`config.mk`:
```
export PLATFORM = sky130hd
export DESIGN_NAME = key_value_line_validator_core
export DESIGN_NICKNAME = d
export VERILOG_FILES = /design/src/design/kvlv_pkg.sv /design/src/design/kvlv_scan.sv /design/src/design/key_value_line_validator_core.sv
export SDC_FILE = /design/constraint.sdc
export NUM_CORES = 1
export LEC_CHECK = 0
export ABC_AREA = 1
export BUFFER_PORTS_ARGS = -buffer_cell sky130_fd_sc_hd__buf_2
export CAP_MARGIN = 20
export CORE_AREA = 2 2 161 163
export CTS_CLUSTER_SIZE = 8
export DETAILED_ROUTE_END_ITERATION = 12
export DIE_AREA = 0 0 163 165
export SKIP_LAST_GASP = 1
export SLEW_MARGIN = 40
export SYNTH_ARGS = -nofsm -noshare
export SYNTH_HDL_FRONTEND = slang
export SYNTH_HIERARCHICAL = 1
export SYNTH_SLANG_ARGS = --single-unit
```
`constraint.sdc`:
```
create_clock -name clock -period 4.8 [get_ports clock]
set_input_delay 0.72 -clock clock [delete_from_list [all_inputs] [get_ports clock]]
set_output_delay 0.72 -clock clock [all_outputs]
set_load 0.02 [all_outputs]
```
`src/design/kvlv_pkg.sv`:
```
`default_nettype none

package kvlv_pkg;

   // Width of each limit register and of the register index.
   localparam int CFG_W = 10;
   localparam int CSR_INDEX_W = 2;

   // Register indexes of the configuration port.
   localparam logic [CSR_INDEX_W-1:0] CSR_MAX_LINE  = 2'd0;
   localparam logic [CSR_INDEX_W-1:0] CSR_MAX_KEY   = 2'd1;
   localparam logic [CSR_INDEX_W-1:0] CSR_MAX_VALUE = 2'd2;

   // Reset values of the limit registers.
   localparam logic [CFG_W-1:0] MAX_LINE_RESET  = 10'd256;
   localparam logic [CFG_W-1:0] MAX_KEY_RESET   = 10'd64;
   localparam logic [CFG_W-1:0] MAX_VALUE_RESET = 10'd192;

   // Default width of the per-line byte counters.
   localparam int COUNT_BITS_DEF = 11;

   // Field widths of the result word.
   localparam int VERDICT_W = 3;
   localparam int LINE_NUM_W = 32;

   // Verdict codes.
   localparam logic [VERDICT_W-1:0] VERDICT_PAIR_OK    = 3'd0;
   localparam logic [VERDICT_W-1:0] VERDICT_BLANK      = 3'd1;
   localparam logic [VERDICT_W-1:0] VERDICT_LINE_LONG  = 3'd2;
   localparam logic [VERDICT_W-1:0] VERDICT_NO_EQUAL   = 3'd3;
   localparam logic [VERDICT_W-1:0] VERDICT_EMPTY_KEY  = 3'd4;
   localparam logic [VERDICT_W-1:0] VERDICT_KEY_LONG   = 3'd5;
   localparam logic [VERDICT_W-1:0] VERDICT_BAD_KEY    = 3'd6;
   localparam logic [VERDICT_W-1:0] VERDICT_VALUE_LONG = 3'd7;

   // Scan phases of a line.
   localparam logic [1:0] PH_LEAD    = 2'd0;
   localparam logic [1:0] PH_KEY     = 2'd1;
   localparam logic [1:0] PH_VALUE   = 2'd2;
   localparam logic [1:0] PH_COMMENT = 2'd3;

   // Character codes the scanner looks for.
   localparam logic [7:0] CH_NUL   = 8'h00;
   localparam logic [7:0] CH_HASH  = 8'h23;
   localparam logic [7:0] CH_EQUAL = 8'h3D;
   localparam logic [7:0] CH_UNDER = 8'h5F;
   localparam logic [7:0] CH_DASH  = 8'h2D;
   localparam logic [7:0] CH_DOT   = 8'h2E;
   localparam logic [7:0] CH_SPACE = 8'h20;
   localparam logic [7:0] CH_TAB   = 8'h09;
   localparam logic [7:0] CH_CR    = 8'h0D;

   // Line flags handed from the scanner to the verdict logic.
   typedef struct packed {
      logic [1:0] phase;
      logic       comment;
      logic       bad_key;
   } scan_flags_type;

   // Space means tab through carriage return, or a blank.
   function automatic logic is_space_byte(input logic [7:0] c);
      return (c == CH_SPACE) || ((c >= CH_TAB) && (c <= CH_CR));
   endfunction

   // Key bytes are alphanumerics, underscore, dash and dot.
   function automatic logic is_key_byte(input logic [7:0] c);
      return ((c >= 8'h30) && (c <= 8'h39)) || ((c >= 8'h41) && (c <= 8'h5A)) ||
             ((c >= 8'h61) && (c <= 8'h7A)) || (c == CH_UNDER) || (c == CH_DASH) ||
             (c == CH_DOT);
   endfunction

endpackage

`default_nettype wire

```
`src/design/kvlv_scan.sv`:
```
`default_nettype none

module kvlv_scan #(
   parameter int COUNT_BITS = kvlv_pkg::COUNT_BITS_DEF
) (
   input  wire logic                  clock,
   input  wire logic                  reset,
   input  wire logic                  take,
   input  wire logic [7:0]            char_in,
   input  wire logic                  line_end,
   output kvlv_pkg::scan_flags_type   flags,
   output logic [COUNT_BITS-1:0]      raw_count,
   output logic [COUNT_BITS-1:0]      key_count,
   output logic [COUNT_BITS-1:0]      value_trim_count
);

   localparam logic [COUNT_BITS-1:0] CNT_MAX = {COUNT_BITS{1'b1}};

   logic [1:0]            phase_ff, phase_in;
   logic [COUNT_BITS-1:0] raw_ff, raw_in;
   logic [COUNT_BITS-1:0] key_ff, key_in;
   logic [COUNT_BITS-1:0] vraw_ff, vraw_in;
   logic [COUNT_BITS-1:0] vtrim_ff, vtrim_in;
   logic                  comment_ff, comment_in;
   logic                  bad_key_ff, bad_key_in;
   logic                  nul_ff, nul_in;
   logic [COUNT_BITS-1:0] raw_inc, key_inc, vraw_inc;
   logic                  space_byte, key_byte;

   // Saturating increments of the byte counters.
   assign raw_inc  = (raw_ff  == CNT_MAX) ? CNT_MAX : raw_ff  + 1'b1;
   assign key_inc  = (key_ff  == CNT_MAX) ? CNT_MAX : key_ff  + 1'b1;
   assign vraw_inc = (vraw_ff == CNT_MAX) ? CNT_MAX : vraw_ff + 1'b1;

   assign space_byte = kvlv_pkg::is_space_byte(char_in);
   assign key_byte   = kvlv_pkg::is_key_byte(char_in);

   // Next state of the line scan for one accepted word.
   always_comb begin
      phase_in   = phase_ff;
      raw_in     = raw_ff;
      key_in     = key_ff;
      vraw_in    = vraw_ff;
      vtrim_in   = vtrim_ff;
      comment_in = comment_ff;
      bad_key_in = bad_key_ff;
      nul_in     = nul_ff;
      if (take) begin
         if (line_end) begin
            phase_in   = kvlv_pkg::PH_LEAD;
            raw_in     = '0;
            key_in     = '0;
            vraw_in    = '0;
            vtrim_in   = '0;
            comment_in = 1'b0;
            bad_key_in = 1'b0;
            nul_in     = 1'b0;
         end else if (!nul_ff) begin
            if (char_in == kvlv_pkg::CH_NUL) begin
               // A NUL ends the line content; later bytes are dropped.
               nul_in = 1'b1;
            end else begin
               raw_in = raw_inc;
               unique case (phase_ff)
                  kvlv_pkg::PH_LEAD: begin
                     if (!space_byte) begin
                        if (char_in == kvlv_pkg::CH_HASH) begin
                           comment_in = 1'b1;
                           phase_in   = kvlv_pkg::PH_COMMENT;
                        end else if (char_in == kvlv_pkg::CH_EQUAL) begin
                           phase_in = kvlv_pkg::PH_VALUE;
                        end else begin
                           key_in   = key_inc;
                           phase_in = kvlv_pkg::PH_KEY;
                           if (!key_byte) bad_key_in = 1'b1;
                        end
                     end
                  end
                  kvlv_pkg::PH_KEY: begin
                     if (char_in == kvlv_pkg::CH_EQUAL) begin
                        phase_in = kvlv_pkg::PH_VALUE;
                     end else begin
                        key_in = key_inc;
                        if (!key_byte) bad_key_in = 1'b1;
                     end
                  end
                  kvlv_pkg::PH_VALUE: begin
                     // The trimmed length follows the last non-space byte.
                     vraw_in = vraw_inc;
                     if (!space_byte) vtrim_in = vraw_inc;
                  end
                  default: begin
                  end
               endcase
            end
         end
      end
   end

   always_ff @(posedge clock) begin
      if (reset) begin
         phase_ff   <= kvlv_pkg::PH_LEAD;
         raw_ff     <= '0;
         key_ff     <= '0;
         vraw_ff    <= '0;
         vtrim_ff   <= '0;
         comment_ff <= 1'b0;
         bad_key_ff <= 1'b0;
         nul_ff     <= 1'b0;
      end else begin
         phase_ff   <= phase_in;
         raw_ff     <= raw_in;
         key_ff     <= key_in;
         vraw_ff    <= vraw_in;
         vtrim_ff   <= vtrim_in;
         comment_ff <= comment_in;
         bad_key_ff <= bad_key_in;
         nul_ff     <= nul_in;
      end
   end

   assign flags.phase      = phase_ff;
   assign flags.comment    = comment_ff;
   assign flags.bad_key    = bad_key_ff;
   assign raw_count        = raw_ff;
   assign key_count        = key_ff;
   assign value_trim_count = vtrim_ff;

endmodule

`default_nettype wire

```
`src/design/key_value_line_validator_core.sv`:
```
// A verdict word appears on rsp in the cycle after its end-of-line word is accepted.
// Throughput: one word per cycle unless stalled; each byte only updates the scan counters and flags.
// req_tready drops only while a finished verdict waits on rsp_tready.
// Reset is synchronous and active high: it clears the line scan, the line count,
// sets the running all-valid flag and loads the default length limits.
`default_nettype none

module key_value_line_validator_core #(
   parameter int COUNT_BITS = kvlv_pkg::COUNT_BITS_DEF
) (
   input  wire logic                               clock,
   input  wire logic                               reset,
   // Line bytes in.
   input  wire logic                               req_tvalid,
   output logic                                    req_tready,
   input  wire logic [7:0]                         req_tdata,   // [7:0] char_in
   input  wire logic                               req_tlast,   // line_end
   // Verdicts out.
   output logic                                    rsp_tvalid,
   input  wire logic                               rsp_tready,
   // [2:0] verdict, [3] line_ok, [4] all_lines_ok, [36:5] line count, [39:37] zero
   output logic [39:0]                             rsp_tdata,
   // Limit registers.
   input  wire logic                               csr_we,
   input  wire logic [kvlv_pkg::CSR_INDEX_W-1:0]   csr_index,
   input  wire logic [kvlv_pkg::CFG_W-1:0]         csr_wdata
);

   localparam int CMP_W = (COUNT_BITS > kvlv_pkg::CFG_W) ? COUNT_BITS : kvlv_pkg::CFG_W;
   localparam logic [kvlv_pkg::LINE_NUM_W-1:0] LINE_MAX = {kvlv_pkg::LINE_NUM_W{1'b1}};

   logic [kvlv_pkg::CFG_W-1:0]      max_line_ff, max_key_ff, max_value_ff;
   logic                            take, line_done;
   kvlv_pkg::scan_flags_type        flags;
   logic [COUNT_BITS-1:0]           raw_count, key_count, vtrim_count;
   logic [CMP_W-1:0]                raw_w, key_w, vtrim_w, max_line_w, max_key_w, max_value_w;
   logic [kvlv_pkg::VERDICT_W-1:0]  verdict_in;
   logic                            ok_in;
   logic                            all_ok_ff, all_ok_in;
   logic [kvlv_pkg::LINE_NUM_W-1:0] line_cnt_ff, line_cnt_in;
   logic                            rsp_valid_ff, rsp_valid_in;
   logic [kvlv_pkg::VERDICT_W-1:0]  rsp_verdict_ff;
   logic                            rsp_ok_ff, rsp_all_ok_ff;
   logic [kvlv_pkg::LINE_NUM_W-1:0] rsp_line_ff;

   // Input side stalls only when a waiting verdict is not taken.
   assign req_tready = !rsp_valid_ff || rsp_tready;
   assign take       = req_tvalid && req_tready;
   assign line_done  = take && req_tlast;

   // Limit registers.
   always_ff @(posedge clock) begin
      if (reset) begin
         max_line_ff  <= kvlv_pkg::MAX_LINE_RESET;
         max_key_ff   <= kvlv_pkg::MAX_KEY_RESET;
         max_value_ff <= kvlv_pkg::MAX_VALUE_RESET;
      end else if (csr_we) begin
         unique case (csr_index)
            kvlv_pkg::CSR_MAX_LINE:  max_line_ff  <= csr_wdata;
            kvlv_pkg::CSR_MAX_KEY:   max_key_ff   <= csr_wdata;
            kvlv_pkg::CSR_MAX_VALUE: max_value_ff <= csr_wdata;
            default: begin
            end
         endcase
      end
   end

   kvlv_scan #(
      .COUNT_BITS(COUNT_BITS)
   ) u_scan (
      .clock            (clock),
      .reset            (reset),
      .take             (take),
      .char_in          (req_tdata),
      .line_end         (req_tlast),
      .flags            (flags),
      .raw_count        (raw_count),
      .key_count        (key_count),
      .value_trim_count (vtrim_count)
   );

   // Bring counts and limits to a common width for the compares.
   assign raw_w       = CMP_W'(raw_count);
   assign key_w       = CMP_W'(key_count);
   assign vtrim_w     = CMP_W'(vtrim_count);
   assign max_line_w  = CMP_W'(max_line_ff);
   assign max_key_w   = CMP_W'(max_key_ff);
   assign max_value_w = CMP_W'(max_value_ff);

   // Verdict of the finished line, checks in priority order.
   always_comb begin
      if (raw_w > max_line_w) begin
         verdict_in = kvlv_pkg::VERDICT_LINE_LONG;
      end else if ((flags.phase == kvlv_pkg::PH_LEAD) || flags.comment) begin
         verdict_in = kvlv_pkg::VERDICT_BLANK;
      end else if (flags.phase != kvlv_pkg::PH_VALUE) begin
         verdict_in = kvlv_pkg::VERDICT_NO_EQUAL;
      end else if (key_count == '0) begin
         verdict_in = kvlv_pkg::VERDICT_EMPTY_KEY;
      end else if (key_w > max_key_w) begin
         verdict_in = kvlv_pkg::VERDICT_KEY_LONG;
      end else if (flags.bad_key) begin
         verdict_in = kvlv_pkg::VERDICT_BAD_KEY;
      end else if (vtrim_w > max_value_w) begin
         verdict_in = kvlv_pkg::VERDICT_VALUE_LONG;
      end else begin
         verdict_in = kvlv_pkg::VERDICT_PAIR_OK;
      end
   end

   assign ok_in       = (verdict_in == kvlv_pkg::VERDICT_PAIR_OK) ||
                        (verdict_in == kvlv_pkg::VERDICT_BLANK);
   assign all_ok_in   = all_ok_ff && ok_in;
   assign line_cnt_in = (line_cnt_ff == LINE_MAX) ? LINE_MAX : line_cnt_ff + 1'b1;

   // Running flag and line count across lines.
   always_ff @(posedge clock) begin
      if (reset) begin
         all_ok_ff   <= 1'b1;
         line_cnt_ff <= '0;
      end else if (line_done) begin
         all_ok_ff   <= all_ok_in;
         line_cnt_ff <= line_cnt_in;
      end
   end

   // Result register.
   assign rsp_valid_in = line_done ? 1'b1 : (rsp_tready ? 1'b0 : rsp_valid_ff);

   always_ff @(posedge clock) begin
      if (reset) begin
         rsp_valid_ff <= 1'b0;
      end else begin
         rsp_valid_ff <= rsp_valid_in;
      end
   end

   always_ff @(posedge clock) begin
      if (line_done) begin
         rsp_verdict_ff <= verdict_in;
         rsp_ok_ff      <= ok_in;
         rsp_all_ok_ff  <= all_ok_in;
         rsp_line_ff    <= line_cnt_in;
      end
   end

   assign rsp_tvalid = rsp_valid_ff;
   assign rsp_tdata  = {3'b000, rsp_line_ff, rsp_all_ok_ff, rsp_ok_ff, rsp_verdict_ff};

`ifndef SYNTHESIS
   // A finished line always shows its verdict in the next cycle.
   assert property (@(posedge clock) disable iff (reset)
      line_done |=> rsp_valid_ff)
      else $error("verdict missing after end of line");

   // A waiting verdict blocks the input side.
   assert property (@(posedge clock) disable iff (reset)
      (rsp_valid_ff && !rsp_tready) |-> !req_tready)
      else $error("input accepted while verdict stalled");

   // A failing line clears the running flag in the same word.
   assert property (@(posedge clock) disable iff (reset)
      (rsp_valid_ff && !rsp_ok_ff) |-> !rsp_all_ok_ff)
      else $error("all-lines flag set after a failing line");

   // The line count steps by one per finished line until saturation.
   assert property (@(posedge clock) disable iff (reset)
      (line_done && (line_cnt_ff != LINE_MAX)) |=> (line_cnt_ff == $past(line_cnt_ff) + 1'b1))
      else $error("line count did not advance");
`endif

endmodule

`default_nettype wire
```
# Word-level counts from Yosys, hierarchy flattened
# Index checks and enable logic that the tools add are counted.
# totals
output_inout_bits	42
word_cells	148
regBits	150
# classes
n_reduce_logical	36
n_addsub	4
muxes	57
magnitude_cmp	11
n_eq_ne	22
# op_table
cell	count
2-to-1 mux 11 bit	21
== test 8 x 6 -> 1 bit (second input constant)	5
adder 11 x 1 -> 11 bit (second input constant)	3
== test 11 bit (second input constant)	3
greater-than comparator 11 x 10 -> 1 bit	3
adder 32 x 1 -> 32 bit (second input constant)	1
== test 32 bit (second input constant)	1
2-to-1 mux 32 bit	1
one-hot mux 11 bit (2 select lines)	1
2-to-1 mux 3 bit	7
2-to-1 mux 1 bit	18
AND reduction 6 bit	3
>= comparator 8 x 7 -> 1 bit (second input constant)	2
less-or-equal comparator 8 x 7 -> 1 bit (second input constant)	2
2-to-1 mux 2 bit	7
zero test 11 bit	1
logical OR 1 bit	9
== test 8 x 7 -> 1 bit (second input constant)	1
>= comparator 8 x 4 -> 1 bit (second input constant)	1
>= comparator 8 x 6 -> 1 bit (second input constant)	1
less-or-equal comparator 8 x 4 -> 1 bit (second input constant)	1
less-or-equal comparator 8 x 6 -> 1 bit (second input constant)	1
zero test 8 bit	1
!= test 2 bit (second input constant)	4
other kinds (17)	32

# Logic depth before layout (Yosys ltp)
# depth
depth_word	15
depth_mapped	15
ltp_nobuf	15

# By module
# The synthesis kept the hierarchy.
# by_module_without_submodules
module	seq_area_each_um2	cells_each	instances	area_each_um2
key_value_line_validator_core	2392.3	696	1	5457.7
kvlv_scan	980.9	440	1	2946.6

# Least setup slack after synthesis
# OpenSTA, ideal clock, no wires.
# synth_timing
path_type	input to register
from	input rsp_tready
to	register rsp_all_ok_ff (enable)
path_slack_ns	1.627
required_time_ns	4.385
stages	7
arrival_ns	2.758
cell_sequence	inv_1 nand2_1 inv_1 nor2_1 nand2_1 inv_1 clkbuf_1
# synth_via
elab_chain_len	3
# synth_lines
item	line_no	rtl
from (decl)	key_value_line_validator_core.sv:20	input wire logic rsp_tready,
logical OR 1 bit	key_value_line_validator_core.sv:47	assign req_tready = !rsp_valid_ff || rsp_tready;
via req_tready	key_value_line_validator_core.sv:15	output logic req_tready,
logical AND 1 bit	key_value_line_validator_core.sv:48	assign take = req_tvalid && req_tready;
via take	key_value_line_validator_core.sv:33	logic take, line_done;
logical AND 1 bit	key_value_line_validator_core.sv:49	assign line_done = take && req_tlast;
via line_done	key_value_line_validator_core.sv:33	
to (signal assigned)	key_value_line_validator_core.sv:142	rsp_all_ok_ff <= all_ok_in;
to (decl)	key_value_line_validator_core.sv:43	logic rsp_ok_ff, rsp_all_ok_ff;
# The timed path passes the listed nets, and every way through them passes these cells.
# A chain may end at the register's enable or synchronous reset.

# Worst setup path in the final report
# layout_timing
from	register line_cnt_ff[0] (netlist bit)
to	register line_cnt_ff[24] (netlist bit)
# layout_via
elab_chain_len	2
word_cells_on_any_way	3
# layout_lines
item	line_no	rtl
from (decl)	key_value_line_validator_core.sv:40	logic [kvlv_pkg::LINE_NUM_W-1:0] line_cnt_ff, line_cnt_in;
from (signal assigned)	key_value_line_validator_core.sv:123	line_cnt_ff <= line_cnt_in;
adder 32 x 1 -> 32 bit or == test 32 bit (tied branches)	key_value_line_validator_core.sv:114	assign line_cnt_in = (line_cnt_ff == LINE_MAX) ? LINE_MAX : line_cnt_ff + 1'b1;
2-to-1 mux 32 bit (*)	key_value_line_validator_core.sv:114	
via line_cnt_in, one bit	key_value_line_validator_core.sv:40	
# The timed path passes the listed nets; every way through them passes the cells marked *.

==> impl_metrics.env <==
export IMPL_grt_usage_pct=15.7
export IMPL_dr_max_layer_used="met4"
export IMPL_grt_overflow=0
export IMPL_tns_ps=0
export IMPL_r2r_cells=11
export IMPL_period_needed_ps=2560
export IMPL_async_reset_ff_share_pct=0
export IMPL_cts_sinks=150
export IMPL_row_count=58
export IMPL_period_share_pct=53.3
export IMPL_finalWirelength_um=20300
export IMPL_clockRootBuffer="clkbuf_16"
export IMPL_hp_class="flop to flop"
export IMPL_finalHoldViolCount=0
export IMPL_ant_nets=0
export IMPL_whs_endpoint="max_line_ff[4]"
export IMPL_pre_cts_ws_ps=2120
export IMPL_holdBufCountCts=0
export IMPL_r2r_start="line_cnt_ff[0]"
export IMPL_clock_power_share_pct=42.8
export IMPL_htree_levels=4
export IMPL_setup_ws_ps=2240
export IMPL_cts_clk_slew_worst_paths_ps=70
export IMPL_post_drt_wl_per_cell_um=13.3
export IMPL_grt_pass1_vias=6732
export IMPL_final_setup_skew_ps=9.36
export IMPL_p_sw_share_pct=28.3
export IMPL_drv_slew=0
export IMPL_pin_count=68
export IMPL_cts_tree="yes"
export IMPL_p_seq_share_pct=46.0
export IMPL_required_ps=5170
export IMPL_core_area_um2=25000
export IMPL_dieArea_um2=26900
export IMPL_min_path_cells=2
export IMPL_peakVddDrop_v=0.000184
export IMPL_final_nets=1248
export IMPL_worstPathMaxFanout=36
export IMPL_start_util_pct=33.6
export IMPL_combPwrFrac_pct=11.2
export IMPL_ys_ff_latch=150
export IMPL_die_w_um=163
export IMPL_drt_iter0_drc=411
export IMPL_internal_power_uw=2210
export IMPL_hold_start="max_line_ff[4]"
export IMPL_worst_pin_slew_ps=814
export IMPL_multiInputGateArea_um2=4190
export IMPL_yosysSeqAreaShare_pct=40.1
export IMPL_area_delta_synth_final_pct=13.3
export IMPL_viasPerCell=4.81
export IMPL_hpwl_um=14900
export IMPL_grt_pass1_wl_um=33900
export IMPL_seqCellArea_um2=3370
export IMPL_die_h_um=165
export IMPL_synthCells=1136
export IMPL_ys_warn_count=6
export IMPL_worst_setup_path_end_kind="flop"
export IMPL_cap_violations=0
export IMPL_fill_cells=2665
export IMPL_cts_max_path_buffers=2
export IMPL_synth_edf_count=37
export IMPL_reg2reg_to="line_cnt_ff[24]"
export IMPL_synth_ff_type="dfxtp_1"
export IMPL_r2r_slack_ps=2240
export IMPL_cp_start_kind="flop"
export IMPL_power_switching_uw=870
export IMPL_dr_pass1_iters=5
export IMPL_synth_cell_types=48
export IMPL_vias=7365
export IMPL_layout_drive_gt1_share_pct=12.7
export IMPL_cts_resized=0
export IMPL_maxSlewHeadroom_pct=45.2
export IMPL_numCtsBuffers=17
export IMPL_clock_latency_ps=420
export IMPL_worstSetupPathType="flop to flop"
export IMPL_postSynthAreaPerCell_um2=7.40
export IMPL_routed_wl_met2_um=8690
export IMPL_postCtsSetupBuffers=0
export IMPL_fmax_mhz=391
export IMPL_powerDensity_nw_per_um2=323
export IMPL_drc_errors=0
export IMPL_place_gp_congestion=0.860
export IMPL_status="completed"
export IMPL_wl_met1_um=10300
export IMPL_dr_wl_met3_um=1030
export IMPL_crit_arrival_ps=2920
export IMPL_antenna_found_initial=0
export IMPL_power_leakage_uw=0.00418
export IMPL_syn_cell_area_um2=8400
export IMPL_rsz0062_at_grt="no"
export IMPL_setup_viol=0
export IMPL_port_buffers=64
export IMPL_grt_max_degree=59
power groups by stage:
stage               Sequential [uW]  Combinational [uW]  Clock (uW)
floorplan                      1450                 241           0
global placement               1440                 340           0
detailed placement             1440                 346           0
CTS                            1410                 348        1340
global route                   1420                 396        1400
finish                         1410                 346        1320
cells by family after synthesis:
logic type	after synthesis	share of synthesized area, %
AO/OA/AOI/OAI	232	14.9
buffers and inverters	204	10.1
flip-flops	150	40.1
adder cells (fa/ha/maj)	34	5.06
XOR/XNOR	18	1.88
other	1	0.0446
AND/OR/NAND/NOR	497	27.9
layout by cell type (no fill, tap or decap), types with 21 or more instances in the layout:
| master | count |
|---|---|
| nand3_2 | 22 |
| nand3_1 | 52 |
| o21ai_0 | 90 |
| dfxtp_1 | 113 |
| edfxtp_1 | 37 |
| nor3_1 | 27 |
| nand2_1 | 227 |
| a21oi_1 | 105 |
| nand4_1 | 21 |
| ha_1 | 34 |
| inv_1 | 164 |
| nor2_1 | 113 |
| buf_2 | 64 |
per-layer routing:
| layer | up-vias | GRT usage [%] |
|---|---|---|
| li1 | 3836 | - |
| met3 | 16 | 2.81 |
| met5 | - | 0 |
| met4 | 0 | 4.63 |
| met1 | 3319 | 22.6 |
| met2 | 194 | 23.9 |
synthesized netlist by cell type, types with 4 or more instances:
cell type | count | area [um2]
inv_1 | 165 | 619
nand2_1 | 227 | 852
nor2_4 | 4 | 45.0
nor3_1 | 27 | 135
edfxtp_1 | 37 | 1110
nand3_1 | 52 | 260
nor2_1 | 113 | 424
nand4_1 | 21 | 131
ha_1 | 34 | 425
o21bai_1 | 8 | 60.1
or2_2 | 4 | 25.0
o211ai_1 | 4 | 30.0
nor2_2 | 6 | 37.5
nor4_1 | 5 | 31.3
dfxtp_1 | 113 | 2260
o21ai_1 | 13 | 65.1
clkbuf_1 | 16 | 60.1
xor2_1 | 12 | 105
o21ai_0 | 90 | 450
buf_4 | 10 | 75.1
nand3_2 | 22 | 220
xnor2_1 | 6 | 52.6
a21oi_1 | 105 | 526
a31oi_1 | 4 | 25.0
buf_6 | 5 | 56.3
state kept, by name (all words and copies together) (netlist names):
signal / cells
u_scan/comment_ff: 1
rsp_ok_ff: 1
max_line_ff: 10
u_scan/raw_count: 11
u_scan/phase_ff: 2
u_scan/key_count: 11
u_scan/value_trim_count: 11
rsp_verdict_ff: 3
rsp_tvalid: 1
max_key_ff: 10
rsp_line_ff: 32
line_cnt_ff: 32
all_ok_ff: 1
u_scan/bad_key_ff: 1
u_scan/nul_ff: 1
rsp_all_ok_ff: 1
u_scan/vraw_ff: 11
max_value_ff: 10
critical path, stage by stage, from the launching register on:
cell and delay, ps:
dfxtp_1 450, ha_1 250, nand3_2 120, nor2_2 160
nand2_2 110, nor2_4 150, inv_2 60, nor2_4 120
nand4_4 520, nand3_1 400, o21ai_1 90, inv_1 70
final cells by class:
type	count	share of cell area (%)
Clock inverter	14	1.51
Inverter	169	6.71
Antenna cell	1	0.0263
Clock buffer	18	4.51
Tap cell	330	4.33
Multi-Input combinational cell	784	44.0
Sequential cell	150	35.4
Timing Repair Buffer	66	3.52
per-stage QoR:
stage	util (%)	cell area, um2	total power, uW	hold WS, ps	std cells
after global placement	35.7	8950	1780	452	1499
after detailed placement	35.7	8950	1790	455	1499
after floorplan	-	8410	1690	430	1138
after CTS	38.0	9520	3100	466	1531
final	38.0	9530	3080	462	1532
after global routing	38.0	9520	3220	484	1531
worst max path at each step:
stage / from / to / cells past startpoint
floorplan: rsp_tready / rsp_all_ok_ff / 7
global placement: rsp_tready / line_cnt_ff[6] / 11
detailed placement: reset / u_scan/raw_count[1] / 5
CTS: line_cnt_ff[0] / line_cnt_ff[4] / 11
global route: line_cnt_ff[0] / line_cnt_ff[22] / 11
finish: line_cnt_ff[0] / line_cnt_ff[24] / 11
No activity file was read; power rests on OpenSTA's default activity.
